### config.mk
export PLATFORM = sky130hd
export DESIGN_NAME = multi_case_threshold_output_control_core_flat
export DESIGN_NICKNAME = d
export VERILOG_FILES = /design/src/hw/rtl/mctoc_pkg.sv /design/src/hw/rtl/mctoc_if.sv /design/src/hw/rtl/mctoc_cfg_regs.sv /design/src/hw/rtl/mctoc_eval.sv /design/src/hw/rtl/multi_case_threshold_output_control_core.sv /design/src/flat_wrapper.sv
export SDC_FILE = /design/constraint.sdc
export NUM_CORES = 1
export LEC_CHECK = 0
export ABC_AREA = 1
export BUFFER_PORTS_ARGS = -buffer_cell sky130_fd_sc_hd__buf_2
export CAP_MARGIN = 40
export CORE_UTILIZATION = 40
export DETAILED_ROUTE_END_ITERATION = 8
export GPL_ROUTABILITY_DRIVEN = 0
export PLACE_DENSITY_LB_ADDON = 0.3
export SLEW_MARGIN = 10
export SYNTH_ARGS = -nofsm -noshare
export SYNTH_HDL_FRONTEND = slang
export SYNTH_SLANG_ARGS = --single-unit
### constraint.sdc
create_clock -name clk -period 13.2 [get_ports clk]
set_clock_uncertainty 0.1 [all_clocks]
set_input_delay 0.66 -clock clk [delete_from_list [all_inputs] [get_ports clk]]
set_output_delay 0.66 -clock clk [all_outputs]
set_load 0.005 [all_outputs]
### src/hw/rtl/mctoc_pkg.sv
// Shared types and constants of the multi-case threshold output control block.
package mctoc_pkg;

	localparam int VAL_W      = 16;
	localparam int TIME_W     = 24;
	localparam int NUM_CH     = 3;
	localparam int CASE_IDX_W = 2;
	localparam int CFG_IDX_W  = 3;
	localparam int CFG_DATA_W = 56;

	localparam logic [TIME_W-1:0] TIME_MAX = {TIME_W{1'b1}};

	typedef enum logic [CFG_IDX_W-1:0] {
		REG_CASE_0 = 3'd0,
		REG_CASE_1 = 3'd1,
		REG_CASE_2 = 3'd2,
		REG_CASE_3 = 3'd3,
		REG_HYST   = 3'd4,
		REG_MIN_ON = 3'd5,
		REG_MAX_ON = 3'd6
	} reg_idx_t;

	typedef enum logic [1:0] {
		LOGIC_OFF = 2'd0,
		LOGIC_AND = 2'd1,
		LOGIC_OR  = 2'd2
	} logic_code_t;

	typedef enum logic [1:0] {
		TEST_OFF      = 2'd0,
		TEST_AT_LEAST = 2'd1,
		TEST_AT_MOST  = 2'd2
	} test_code_t;

	typedef enum logic {
		OP_SAMPLE = 1'b0,
		OP_TICK   = 1'b1
	} op_t;

	typedef enum logic [1:0] {
		CHANGE_NONE = 2'd0,
		CHANGE_ON   = 2'd1,
		CHANGE_OFF  = 2'd2
	} change_t;

	typedef struct packed {
		logic                  is_on;
		logic [CASE_IDX_W-1:0] cur_case;
		logic [TIME_W-1:0]     on_time;
	} ctl_state_t;

endpackage

### src/hw/rtl/mctoc_if.sv
// Valid/ready channel interfaces for items, results and configuration writes.
interface mctoc_in_if;
	import mctoc_pkg::*;
	logic             valid;
	logic             ready;
	logic             operation;
	logic [VAL_W-1:0] value_x;
	logic [VAL_W-1:0] value_y;
	logic [VAL_W-1:0] value_z;
	modport source (output valid, operation, value_x, value_y, value_z, input ready);
	modport sink   (input valid, operation, value_x, value_y, value_z, output ready);
endinterface

interface mctoc_out_if;
	import mctoc_pkg::*;
	logic                  valid;
	logic                  ready;
	logic                  output_on;
	logic [CASE_IDX_W-1:0] active_case;
	logic [1:0]            change;
	modport source (output valid, output_on, active_case, change, input ready);
	modport sink   (input valid, output_on, active_case, change, output ready);
endinterface

interface mctoc_cfg_if;
	import mctoc_pkg::*;
	logic                  valid;
	logic                  ready;
	logic [CFG_IDX_W-1:0]  index;
	logic [CFG_DATA_W-1:0] data;
	modport source (output valid, index, data, input ready);
	modport sink   (input valid, index, data, output ready);
endinterface

### src/hw/rtl/mctoc_cfg_regs.sv
// Configuration register file: case words, hysteresis and on-time limits.
module mctoc_cfg_regs #(
	parameter int NUM_CASES   = 4,
	parameter int VALUE_WIDTH = 16
) (
	input  logic                                                        clk,
	input  logic                                                        arst_n,
	mctoc_cfg_if.sink                                                   cfg,
	output logic [NUM_CASES-1:0][1:0]                                   case_logic,
	output logic [NUM_CASES-1:0][mctoc_pkg::NUM_CH-1:0][1:0]            case_test,
	output logic [NUM_CASES-1:0][mctoc_pkg::NUM_CH-1:0][VALUE_WIDTH-1:0] case_thr,
	output logic [mctoc_pkg::NUM_CH-1:0][VALUE_WIDTH-1:0]               hys,
	output logic [mctoc_pkg::TIME_W-1:0]                                min_on,
	output logic [mctoc_pkg::TIME_W-1:0]                                max_on
);
	import mctoc_pkg::*;

	logic wr_en;

	assign cfg.ready = 1'b1;
	assign wr_en     = cfg.valid;

	always_ff @(posedge clk or negedge arst_n) begin
		if (!arst_n) begin
			case_logic <= '0;
			case_test  <= '0;
			case_thr   <= '0;
			hys        <= '0;
			min_on     <= '0;
			max_on     <= TIME_MAX;
		end else if (wr_en) begin
			for (int c = 0; c < NUM_CASES; c++) begin
				if (cfg.index == CFG_IDX_W'(REG_CASE_0) + CFG_IDX_W'(c)) begin
					case_logic[c] <= cfg.data[1:0];
					for (int ch = 0; ch < NUM_CH; ch++) begin
						case_test[c][ch] <= cfg.data[2 + 2*ch +: 2];
						case_thr[c][ch]  <= cfg.data[8 + 16*ch +: VALUE_WIDTH];
					end
				end
			end
			if (cfg.index == REG_HYST) begin
				for (int ch = 0; ch < NUM_CH; ch++) begin
					hys[ch] <= cfg.data[16*ch +: VALUE_WIDTH];
				end
			end
			if (cfg.index == REG_MIN_ON) begin
				min_on <= cfg.data[TIME_W-1:0];
			end
			if (cfg.index == REG_MAX_ON) begin
				max_on <= cfg.data[TIME_W-1:0];
			end
		end
	end

endmodule

### src/hw/rtl/mctoc_eval.sv
// Per-item decision logic: case matching while off, release checks while on, on-time counting on ticks.
module mctoc_eval #(
	parameter int NUM_CASES   = 4,
	parameter int VALUE_WIDTH = 16
) (
	input  logic                                                        operation,
	input  logic [mctoc_pkg::NUM_CH-1:0][VALUE_WIDTH-1:0]               val,
	input  mctoc_pkg::ctl_state_t                                       cur_state,
	input  logic [NUM_CASES-1:0][1:0]                                   case_logic,
	input  logic [NUM_CASES-1:0][mctoc_pkg::NUM_CH-1:0][1:0]            case_test,
	input  logic [NUM_CASES-1:0][mctoc_pkg::NUM_CH-1:0][VALUE_WIDTH-1:0] case_thr,
	input  logic [mctoc_pkg::NUM_CH-1:0][VALUE_WIDTH-1:0]               hys,
	input  logic [mctoc_pkg::TIME_W-1:0]                                min_on,
	input  logic [mctoc_pkg::TIME_W-1:0]                                max_on,
	output mctoc_pkg::ctl_state_t                                       next_state,
	output mctoc_pkg::change_t                                          change
);
	import mctoc_pkg::*;

	logic                  hit;
	logic [CASE_IDX_W-1:0] hit_case;
	logic                  release_req;

	// Switch-on search over all configured cases; a later match overrides.
	always_comb begin
		logic [NUM_CH-1:0] met;
		logic              case_hit;
		hit      = 1'b0;
		hit_case = cur_state.cur_case;
		for (int c = 0; c < NUM_CASES; c++) begin
			for (int ch = 0; ch < NUM_CH; ch++) begin
				unique case (case_test[c][ch])
					TEST_OFF:      met[ch] = 1'b1;
					TEST_AT_LEAST: met[ch] = (val[ch] >= case_thr[c][ch]);
					TEST_AT_MOST:  met[ch] = (val[ch] <= case_thr[c][ch]);
					default:       met[ch] = 1'b0;
				endcase
			end
			unique case (case_logic[c])
				LOGIC_AND: case_hit = &met;
				LOGIC_OR:  case_hit = |met;
				default:   case_hit = 1'b0;
			endcase
			if (case_hit) begin
				hit      = 1'b1;
				hit_case = CASE_IDX_W'(c);
			end
		end
	end

	// Release check against the active case. Both sides are kept one bit wider,
	// so threshold minus hysteresis is compared as value plus hysteresis.
	always_comb begin
		logic [NUM_CH-1:0][1:0]             sel_test;
		logic [NUM_CH-1:0][VALUE_WIDTH-1:0] sel_thr;
		logic                               past_min;
		logic                               past_max;
		logic [VALUE_WIDTH:0]               val_plus;
		logic [VALUE_WIDTH:0]               thr_plus;
		sel_test    = '0;
		sel_thr     = '0;
		release_req = 1'b0;
		for (int c = 0; c < NUM_CASES; c++) begin
			if (cur_state.cur_case == CASE_IDX_W'(c)) begin
				sel_test = case_test[c];
				sel_thr  = case_thr[c];
			end
		end
		past_min = (cur_state.on_time > min_on);
		past_max = (cur_state.on_time > max_on);
		for (int ch = 0; ch < NUM_CH; ch++) begin
			val_plus = {1'b0, val[ch]} + {1'b0, hys[ch]};
			thr_plus = {1'b0, sel_thr[ch]} + {1'b0, hys[ch]};
			unique case (sel_test[ch])
				TEST_AT_LEAST: begin
					if ((val_plus < {1'b0, sel_thr[ch]} && past_min) || past_max) begin
						release_req = 1'b1;
					end
				end
				TEST_AT_MOST: begin
					if (({1'b0, val[ch]} > thr_plus && past_min) || past_max) begin
						release_req = 1'b1;
					end
				end
				default: ;
			endcase
		end
	end

	always_comb begin
		next_state = cur_state;
		change     = CHANGE_NONE;
		if (operation == OP_TICK) begin
			if (cur_state.is_on && cur_state.on_time != TIME_MAX) begin
				next_state.on_time = cur_state.on_time + TIME_W'(1);
			end
		end else if (!cur_state.is_on) begin
			if (hit) begin
				next_state.is_on    = 1'b1;
				next_state.cur_case = hit_case;
				next_state.on_time  = '0;
				change              = CHANGE_ON;
			end
		end else if (release_req) begin
			next_state.is_on   = 1'b0;
			next_state.on_time = '0;
			change             = CHANGE_OFF;
		end
	end

endmodule

### src/hw/rtl/multi_case_threshold_output_control_core.sv
// An accepted item passes the input register and then the result register before its result shows.
// Throughput: one item per cycle; while a result waits, the input register takes one more item
// and then holds the input off until the result transfer.
// The on/off state, active case and on-time update in the same cycle the result is registered.
// Reset (arst_n low) turns the output off, clears the active case and on-time, zeroes the
// case words, hysteresis and minimum on-time, and sets the maximum on-time to all ones.
module multi_case_threshold_output_control_core #(
	parameter int NUM_CASES   = 4,
	parameter int VALUE_WIDTH = 16
) (
	input  logic         clk,
	input  logic         arst_n,
	mctoc_in_if.sink     item,
	mctoc_out_if.source  result,
	mctoc_cfg_if.sink    cfg
);
	import mctoc_pkg::*;

	logic [NUM_CASES-1:0][1:0]                      case_logic;
	logic [NUM_CASES-1:0][NUM_CH-1:0][1:0]          case_test;
	logic [NUM_CASES-1:0][NUM_CH-1:0][VALUE_WIDTH-1:0] case_thr;
	logic [NUM_CH-1:0][VALUE_WIDTH-1:0]             hys;
	logic [TIME_W-1:0]                              min_on;
	logic [TIME_W-1:0]                              max_on;

	logic                               valid_s1;
	logic                               op_s1;
	logic [NUM_CH-1:0][VALUE_WIDTH-1:0] val_s1;
	logic                               valid_s2;
	logic                               output_on_s2;
	logic [CASE_IDX_W-1:0]              active_case_s2;
	change_t                            change_s2;

	ctl_state_t state_q;
	ctl_state_t next_state;
	change_t    change;
	logic       advance;

	mctoc_cfg_regs #(
		.NUM_CASES   (NUM_CASES),
		.VALUE_WIDTH (VALUE_WIDTH)
	) u_cfg_regs (
		.clk        (clk),
		.arst_n     (arst_n),
		.cfg        (cfg),
		.case_logic (case_logic),
		.case_test  (case_test),
		.case_thr   (case_thr),
		.hys        (hys),
		.min_on     (min_on),
		.max_on     (max_on)
	);

	mctoc_eval #(
		.NUM_CASES   (NUM_CASES),
		.VALUE_WIDTH (VALUE_WIDTH)
	) u_eval (
		.operation  (op_s1),
		.val        (val_s1),
		.cur_state  (state_q),
		.case_logic (case_logic),
		.case_test  (case_test),
		.case_thr   (case_thr),
		.hys        (hys),
		.min_on     (min_on),
		.max_on     (max_on),
		.next_state (next_state),
		.change     (change)
	);

	// The first stage moves on when the result register is empty or being drained.
	assign advance    = valid_s1 && (!valid_s2 || result.ready);
	assign item.ready = !valid_s1 || advance;

	always_ff @(posedge clk or negedge arst_n) begin
		if (!arst_n) begin
			valid_s1 <= 1'b0;
		end else if (item.valid && item.ready) begin
			valid_s1 <= 1'b1;
		end else if (advance) begin
			valid_s1 <= 1'b0;
		end
	end

	always_ff @(posedge clk) begin
		if (item.valid && item.ready) begin
			op_s1     <= item.operation;
			val_s1[0] <= item.value_x[VALUE_WIDTH-1:0];
			val_s1[1] <= item.value_y[VALUE_WIDTH-1:0];
			val_s1[2] <= item.value_z[VALUE_WIDTH-1:0];
		end
	end

	always_ff @(posedge clk or negedge arst_n) begin
		if (!arst_n) begin
			state_q.is_on    <= 1'b0;
			state_q.cur_case <= '0;
			state_q.on_time  <= '0;
			valid_s2         <= 1'b0;
		end else begin
			if (advance) begin
				state_q  <= next_state;
				valid_s2 <= 1'b1;
			end else if (result.ready) begin
				valid_s2 <= 1'b0;
			end
		end
	end

	always_ff @(posedge clk) begin
		if (advance) begin
			output_on_s2   <= next_state.is_on;
			active_case_s2 <= next_state.cur_case;
			change_s2      <= change;
		end
	end

	assign result.valid       = valid_s2;
	assign result.output_on   = output_on_s2;
	assign result.active_case = active_case_s2;
	assign result.change      = change_s2;

endmodule

### src/flat_wrapper.sv
// flat-port wrapper written by rule: the top's interface ports become plain ports
module multi_case_threshold_output_control_core_flat import mctoc_pkg::*;
#(
	parameter int NUM_CASES   = 4,
	parameter int VALUE_WIDTH = 16
)
  (clk, arst_n, item_valid, item_operation, item_value_x, item_value_y, item_value_z, item_ready, result_valid, result_output_on, result_active_case, result_change, result_ready, cfg_valid, cfg_index, cfg_data, cfg_ready);
  mctoc_in_if item_i ();
  mctoc_out_if result_i ();
  mctoc_cfg_if cfg_i ();
  input  logic clk;
  input  logic arst_n;
  input wire logic [$bits(item_i.valid)-1:0] item_valid;
  input wire logic [$bits(item_i.operation)-1:0] item_operation;
  input wire logic [$bits(item_i.value_x)-1:0] item_value_x;
  input wire logic [$bits(item_i.value_y)-1:0] item_value_y;
  input wire logic [$bits(item_i.value_z)-1:0] item_value_z;
  output wire logic [$bits(item_i.ready)-1:0] item_ready;
  output wire logic [$bits(result_i.valid)-1:0] result_valid;
  output wire logic [$bits(result_i.output_on)-1:0] result_output_on;
  output wire logic [$bits(result_i.active_case)-1:0] result_active_case;
  output wire logic [$bits(result_i.change)-1:0] result_change;
  input wire logic [$bits(result_i.ready)-1:0] result_ready;
  input wire logic [$bits(cfg_i.valid)-1:0] cfg_valid;
  input wire logic [$bits(cfg_i.index)-1:0] cfg_index;
  input wire logic [$bits(cfg_i.data)-1:0] cfg_data;
  output wire logic [$bits(cfg_i.ready)-1:0] cfg_ready;
  assign item_i.valid = item_valid;
  assign item_i.operation = item_operation;
  assign item_i.value_x = item_value_x;
  assign item_i.value_y = item_value_y;
  assign item_i.value_z = item_value_z;
  assign item_ready = item_i.ready;
  assign result_valid = result_i.valid;
  assign result_output_on = result_i.output_on;
  assign result_active_case = result_i.active_case;
  assign result_change = result_i.change;
  assign result_i.ready = result_ready;
  assign cfg_i.valid = cfg_valid;
  assign cfg_i.index = cfg_index;
  assign cfg_i.data = cfg_data;
  assign cfg_ready = cfg_i.ready;
  multi_case_threshold_output_control_core #(.NUM_CASES(NUM_CASES), .VALUE_WIDTH(VALUE_WIDTH)) u_core (.clk(clk), .arst_n(arst_n), .item(item_i), .result(result_i), .cfg(cfg_i));
endmodule
Word level (Yosys, flattened, before mapping)
Cells that the tools add are included.
{"block": "totals", "register_bits": 403, "inputBits": 113, "output_inout_bits": 8, "word_cells": 243}
{"block": "classes", "addsub": 7, "magnitude_cmp": 32, "n_eq_ne": 50, "muxes": 57, "reduce_logical": 52}
{"operator": ">= comparator 16 bit", "count": 12}
{"operator": "less-or-equal comparator 16 bit", "count": 12}
{"operator": "2-to-1 mux 48 bit", "count": 4}
{"operator": "adder 16 x 16 -> 17 bit", "count": 6}
{"operator": "2-to-1 mux 24 bit", "count": 4}
{"operator": "> comparator 16 x 17 -> 1 bit", "count": 3}
{"operator": "less-than comparator 17 x 16 -> 1 bit", "count": 3}
{"operator": "> comparator 24 bit", "count": 2}
{"operator": "== test 2 bit (second input constant)", "count": 21}
{"operator": "== test 2 x 1 -> 1 bit (second input constant)", "count": 20}
{"operator": "one-hot mux 1 bit (3 select lines)", "count": 12}
{"operator": "2-to-1 mux 27 bit", "count": 1}
{"operator": "zero test 2 bit", "count": 13}
{"operator": "adder 24 x 1 -> 24 bit (second input constant)", "count": 1}
{"operator": "2-to-1 mux 6 bit", "count": 4}
{"operator": "!= test 24 bit (second input constant)", "count": 1}
{"operator": "2-to-1 mux 1 bit", "count": 17}
{"operator": "2-to-1 mux 2 bit", "count": 7}
{"operator": "one-hot mux 1 bit (2 select lines)", "count": 7}
{"operator": "AND reduction 2 bit", "count": 7}
{"operator": "AND reduction 3 bit", "count": 4}
{"operator": "OR reduction 3 bit", "count": 4}
{"operator": "== test 3 bit (second input constant)", "count": 3}
{"operator": "logical AND 1 bit", "count": 9}
{"operator": "11 further kinds", "count": 21}

Longest topological paths before layout
{"block": "depth", "word_depth": 18, "mapped_depth": 40, "mapped_depth_nobuf": 39}

Cells and area by module
Synthesis repeated with hierarchy kept, for this count alone.
{"block": "hier_totals", "cells_unflattened": 4108, "area_unflattened_um2": 30759.5}
{"module": "mctoc_eval", "instances": 1, "cells_each": 2530, "area_per_inst_um2": 15491.1, "seq_area_each_um2": 0.0}
{"module": "mctoc_cfg_regs", "instances": 1, "cells_each": 1396, "area_per_inst_um2": 12463.2, "seq_area_each_um2": 8037.7}
{"module": "multi_case_threshold_output_control_core", "instances": 1, "cells_each": 182, "area_per_inst_um2": 2805.2, "seq_area_each_um2": 2347.3}

Least setup slack after synthesis
Ideal clock, no wire load.
{"block": "synth_timing", "path_kind": "register -> register", "start": "register u_core.state_q[24] in the netlist's numbering", "end": "register u_core.state_q[19] in the netlist's numbering", "arrival_time_ns": 4.406, "t_required_ns": 12.983, "path_slack_ns": 8.577, "stages_incl_launch_ff": 37, "path_cell_list": "dfrtp_1 buf_6 inv_2 nor2_1 inv_2 buf_1 o221ai_1 o21ai_0 inv_1 ha_1 nand2_1 nor3_1 nand2_1 o211ai_1 a21oi_1 o21bai_1 nand2_1 nand2_1 a21oi_1 o21ai_0 a21boi_0 xor2_1 ha_1 and3_1 nand4_1 nand4_1 a21oi_1 nand2_1 nand2_1 nand2_1 nand3_1 nand2_1 nand4_4 nand2_4 buf_6 nand2_1 nand2_1"}
{"block": "synth_between", "elab_chain_cells": 17, "word_cells_on_any_way": 50}
{"element": "start, declared", "line": "multi_case_threshold_output_control_core.sv:34", "source": "ctl_state_t state_q;"}
{"element": "start signal, assigned", "line": "multi_case_threshold_output_control_core.sv:102", "source": "state_q <= next_state;"}
{"element": "zero test 2 bit", "line": "mctoc_eval.sv:64", "source": "if (cur_state.cur_case == CASE_IDX_W'(c)) begin"}
{"element": "2-to-1 mux 48 bit (4 in series)", "line": "mctoc_eval.sv:64"}
{"element": "adder 16 x 16 -> 17 bit", "line": "mctoc_eval.sv:73", "source": "thr_plus = {1'b0, sel_thr[ch]} + {1'b0, hys[ch]};"}
{"element": "> comparator 16 x 17 -> 1 bit", "line": "mctoc_eval.sv:81", "source": "if (({1'b0, val[ch]} > thr_plus && past_min) || past_max) begin"}
{"element": "logical AND 1 bit", "line": "mctoc_eval.sv:81"}
{"element": "logical OR 1 bit", "line": "mctoc_eval.sv:81"}
{"element": "2-to-1 mux 1 bit", "line": "mctoc_eval.sv:81"}
{"element": "one-hot mux 1 bit (2 select lines)", "line": "mctoc_eval.sv:74", "source": "unique case (sel_test[ch])"}
{"element": "2-to-1 mux 1 bit (on tied branches)", "line": "mctoc_eval.sv:81, mctoc_eval.sv:76"}
{"element": "one-hot mux 1 bit (2 select lines)", "line": "mctoc_eval.sv:74"}
{"element": "2-to-1 mux 1 bit (on tied branches)", "line": "mctoc_eval.sv:81, mctoc_eval.sv:76"}
{"element": "one-hot mux 1 bit (2 select lines) *", "line": "mctoc_eval.sv:74"}
{"element": "!= test 3 x 2 -> 1 bit (no line) *"}
{"element": "AND reduction 4 bit (no line) *"}
Every way passes the cells marked *; elsewhere a longest branch is shown, timed or not.
A chain may end at the register's enable or synchronous reset.

Final worst setup path
{"block": "layout_timing", "start": "register u_core.state_q[24] in the netlist's numbering", "end": "register u_core.state_q[8] in the netlist's numbering"}
The elaborated chain is that of the path after synthesis.

==> flow_summary.toml <==
[status]
outcome = "complete, but fails checks"
failed_checks = "hold timing"

[worst_setup_path]
critPathCaptureType = "flip-flop"
cp.arrival_ps = 7070
critPathLaunchType = "flip-flop"
path_common_cell = "nand2_1"
cp_max_fo = 28
crit_slowest_cell = "dfrtp_2"
worst_ep_required_time_ps = 13630
path_class = "reg -> reg"
slowest_delay_ps = 560

[timing]
max_freq_mhz = 151
tns_ps = 0
setup_viol = 0
worst_pin_slew_ps = 854
period_needed_ps = 6640
layout_setup_ws_ps = 6560
slew-limit-headroom_pct = 43.0
whs_ps = -26.7
finalCritPeriodShare_pct = 50.3
drv_slew = 0
rsz0062_at_grt = "no"
hold_viol = 14

[route]
viasPerCell = 5.23
vias = 25200
routed_wirelength_um = 86200
drt-initial-drc-count = 1993
wire_per_inst_um = 17.9
drc = 0
firstDrtPassIters = 6
ant_nets = 0

[clocking]
cts_inserted_buffers = 49
cts_resized = 0
clock_sinks = 403
clk_latency_ps = 600
clkSlewWorstSetupHoldPaths_ps = 60
postCtsSetupBuffers = 0
clockBufferDepth = 3
root_buffer = "clkbuf_16"
cts_tree = "built"
postCtsHoldBufs = 0
htreeDepth = 2

[placement]
dp_slack_ps = 6720
numPortBuffers = 119
dp_hpwl_um = 65900

[global_routing]
grt_pass1_wl_um = 136000
grt_util_all_layers_pct = 23.3
grt_antenna_before_repair = 1
grt_pass1_vias = 23982
grt_max_degree = 105
overflow = 0

[synthesis]
ys_async_sr_fraction_pct = 86.6
syn_area_um2 = 29300
postSynthCellCount = 3742
synth_ff_type = "dfrtp_1"
yosys_warnings = 0
synth_cell_types = 58
synth-edff-count = 54
syn_nets = 4302
ys_seq_elements = 403
yosysSeqAreaShare_pct = 35.4
synth_area_per_cell_um2 = 7.83

[die]
design.die.area_um2 = 74300
die_w_um = 273
num_rows = 98
io_pins = 121
initial_core_util_pct = 40.7
core_um2 = 72000
die_y_um = 273

[run]
drv_cap = 0

[layout]
fin_nets = 4392
area_delta_synth_final_pct = 11.7
drive_gt1_share_pct = 7.05
antenna_cells = 0

[pwr]
peakVddDrop_mv = 0.129
p_leak_nw = 16.8
power_density_nw_per_um2 = 191

[worst_hold_path]
hold_class = "in -> async"
synth_stat cells (all sizes together) (3+ instances only):
cell type	count	area (um2)
a211oi	8	60.1
a21boi	5	37.5
a21o	9	67.6
a21oi	233	1170
a31oi	8	50.1
and3	3	18.8
buf	16	98.9
clkbuf	87	327
dfrtp	325	8130
dfstp	24	631
edfxtp	54	1620
fa	6	120
ha	441	5520
inv	576	2160
nand2	903	3410
nand3	127	636
nand4	37	246
nor2	131	504
nor3	47	235
nor4	11	90.1
o211ai	10	75.1
o21a	11	82.6
o21ai	474	2380
o21bai	19	143
o221ai	40	350
o22ai	14	87.6
xnor2	26	228
xor2	77	674
area by class of cell:
type | instances | area, um2
fillers | 7174 | 39300
multi-input cells | 2659 | 16400
flip-flops and latches | 403 | 10400
inverters | 577 | 2170
clock buffers | 71 | 1480
well taps | 950 | 1190
repair buffers | 142 | 911
clock inverters | 20 | 218
final timing paths:
check | startpoint | to | slack, ps | cells after the start
max in group asynchronous | arst_n | u_core.u_cfg_regs.case_thr[165] | 10980 | 4
worst min register to register | u_core.u_cfg_regs.case_thr[61] | u_core.u_cfg_regs.case_thr[61] | 380 | 2
worst min-delay path | arst_n | u_core.u_cfg_regs.case_thr[185] | -30 | 1
worst max register to register | u_core.state_q[24] | u_core.state_q[8] | 6560 | 33
min in group clk | item_value_x[11] | u_core.val_s1[11] | 130 | 1
worst max-delay path | u_core.state_q[24] | u_core.state_q[8] | 6560 | 33
power by group:
part           switching (mW)  total [mW]  leakage [nW]  internal (mW)
clock network           0.572        1.42         0.842          0.845
registers               0.232        1.72          4.89           1.48
logic                    1.92        3.11          11.1           1.18
cell usage in the layout (no fill, tap or decap), drive strengths merged, types with 6 or more instances in the layout:
cell and count:
a211oi 8, a21o 9, a21oi 233, a31oi 8, buf 142, clkbuf 71
clkinv 9, dfrtp 325, dfstp 24, edfxtp 54, fa 6, ha 441
inv 583, nand2 903, nand3 127, nand4 37, nor2 131, nor3 47
nor4 11, o211ai 10, o21a 11, o21ai 474, o21bai 19, o221ai 40
o22ai 14, xnor2 26, xor2 77
worst max-delay path, delay by kind of cell (launching register included):
kind / cells / cell delay, ps
AO/OA/AOI/OAI: 8 / 1460
XOR/XNOR: 1 / 140
adder cells (fa/ha/maj): 2 / 630
buffers and inverters: 5 / 1260
flip-flops: 1 / 560
AND/OR/NAND/NOR: 17 / 2410
cells by family (layout without fill, tap and decap cells):
group	count (synthesis)	in the layout	share of synthesized area, %
AO/OA/AOI/OAI	841	841	15.7
XOR/XNOR	103	103	3.08
adder cells (fa/ha/maj)	447	447	19.2
buffers and inverters	680	810	8.84
flip-flops	403	403	35.4
other	1	1	0.0128
AND/OR/NAND/NOR	1267	1267	17.7
metal layers:
layer,up-vias,track usage [%],wire [um]
met5,-,0,0
met4,0,7.30,2550
met3,129,2.79,4680
met2,643,38.5,39700
met1,11803,31.7,39200
li1,12625,-,-
sequential cells by signal, summed over array words and instances, names as in the netlist:
signal / cells
u_core.valid_s1: 1
u_core.result.output_on: 1
u_core.u_cfg_regs.max_on: 24
u_core.result.active_case: 2
u_core.u_cfg_regs.case_thr: 192
u_core.state_q: 27
u_core.result.change: 2
u_core.u_cfg_regs.case_logic: 8
u_core.u_cfg_regs.hys: 48
u_core.result.valid: 1
u_core.u_cfg_regs.case_test: 24
u_core.u_cfg_regs.min_on: 24
u_core.op_s1: 1
u_core.val_s1: 48
through the flow:
stage                     utilization, %  power (mW)  cell area [um2]  std cells
after global placement              42.8        4.75            30800       4724
after detailed placement            43.1        4.80            31000       4730
after global routing                45.5        6.81            32700       4822
after CTS                           45.4        6.25            32700       4821
final                               45.5        6.24            32700       4822
after floorplan                        -        3.94            29300       3742
(Power assumes the default switching activity.)
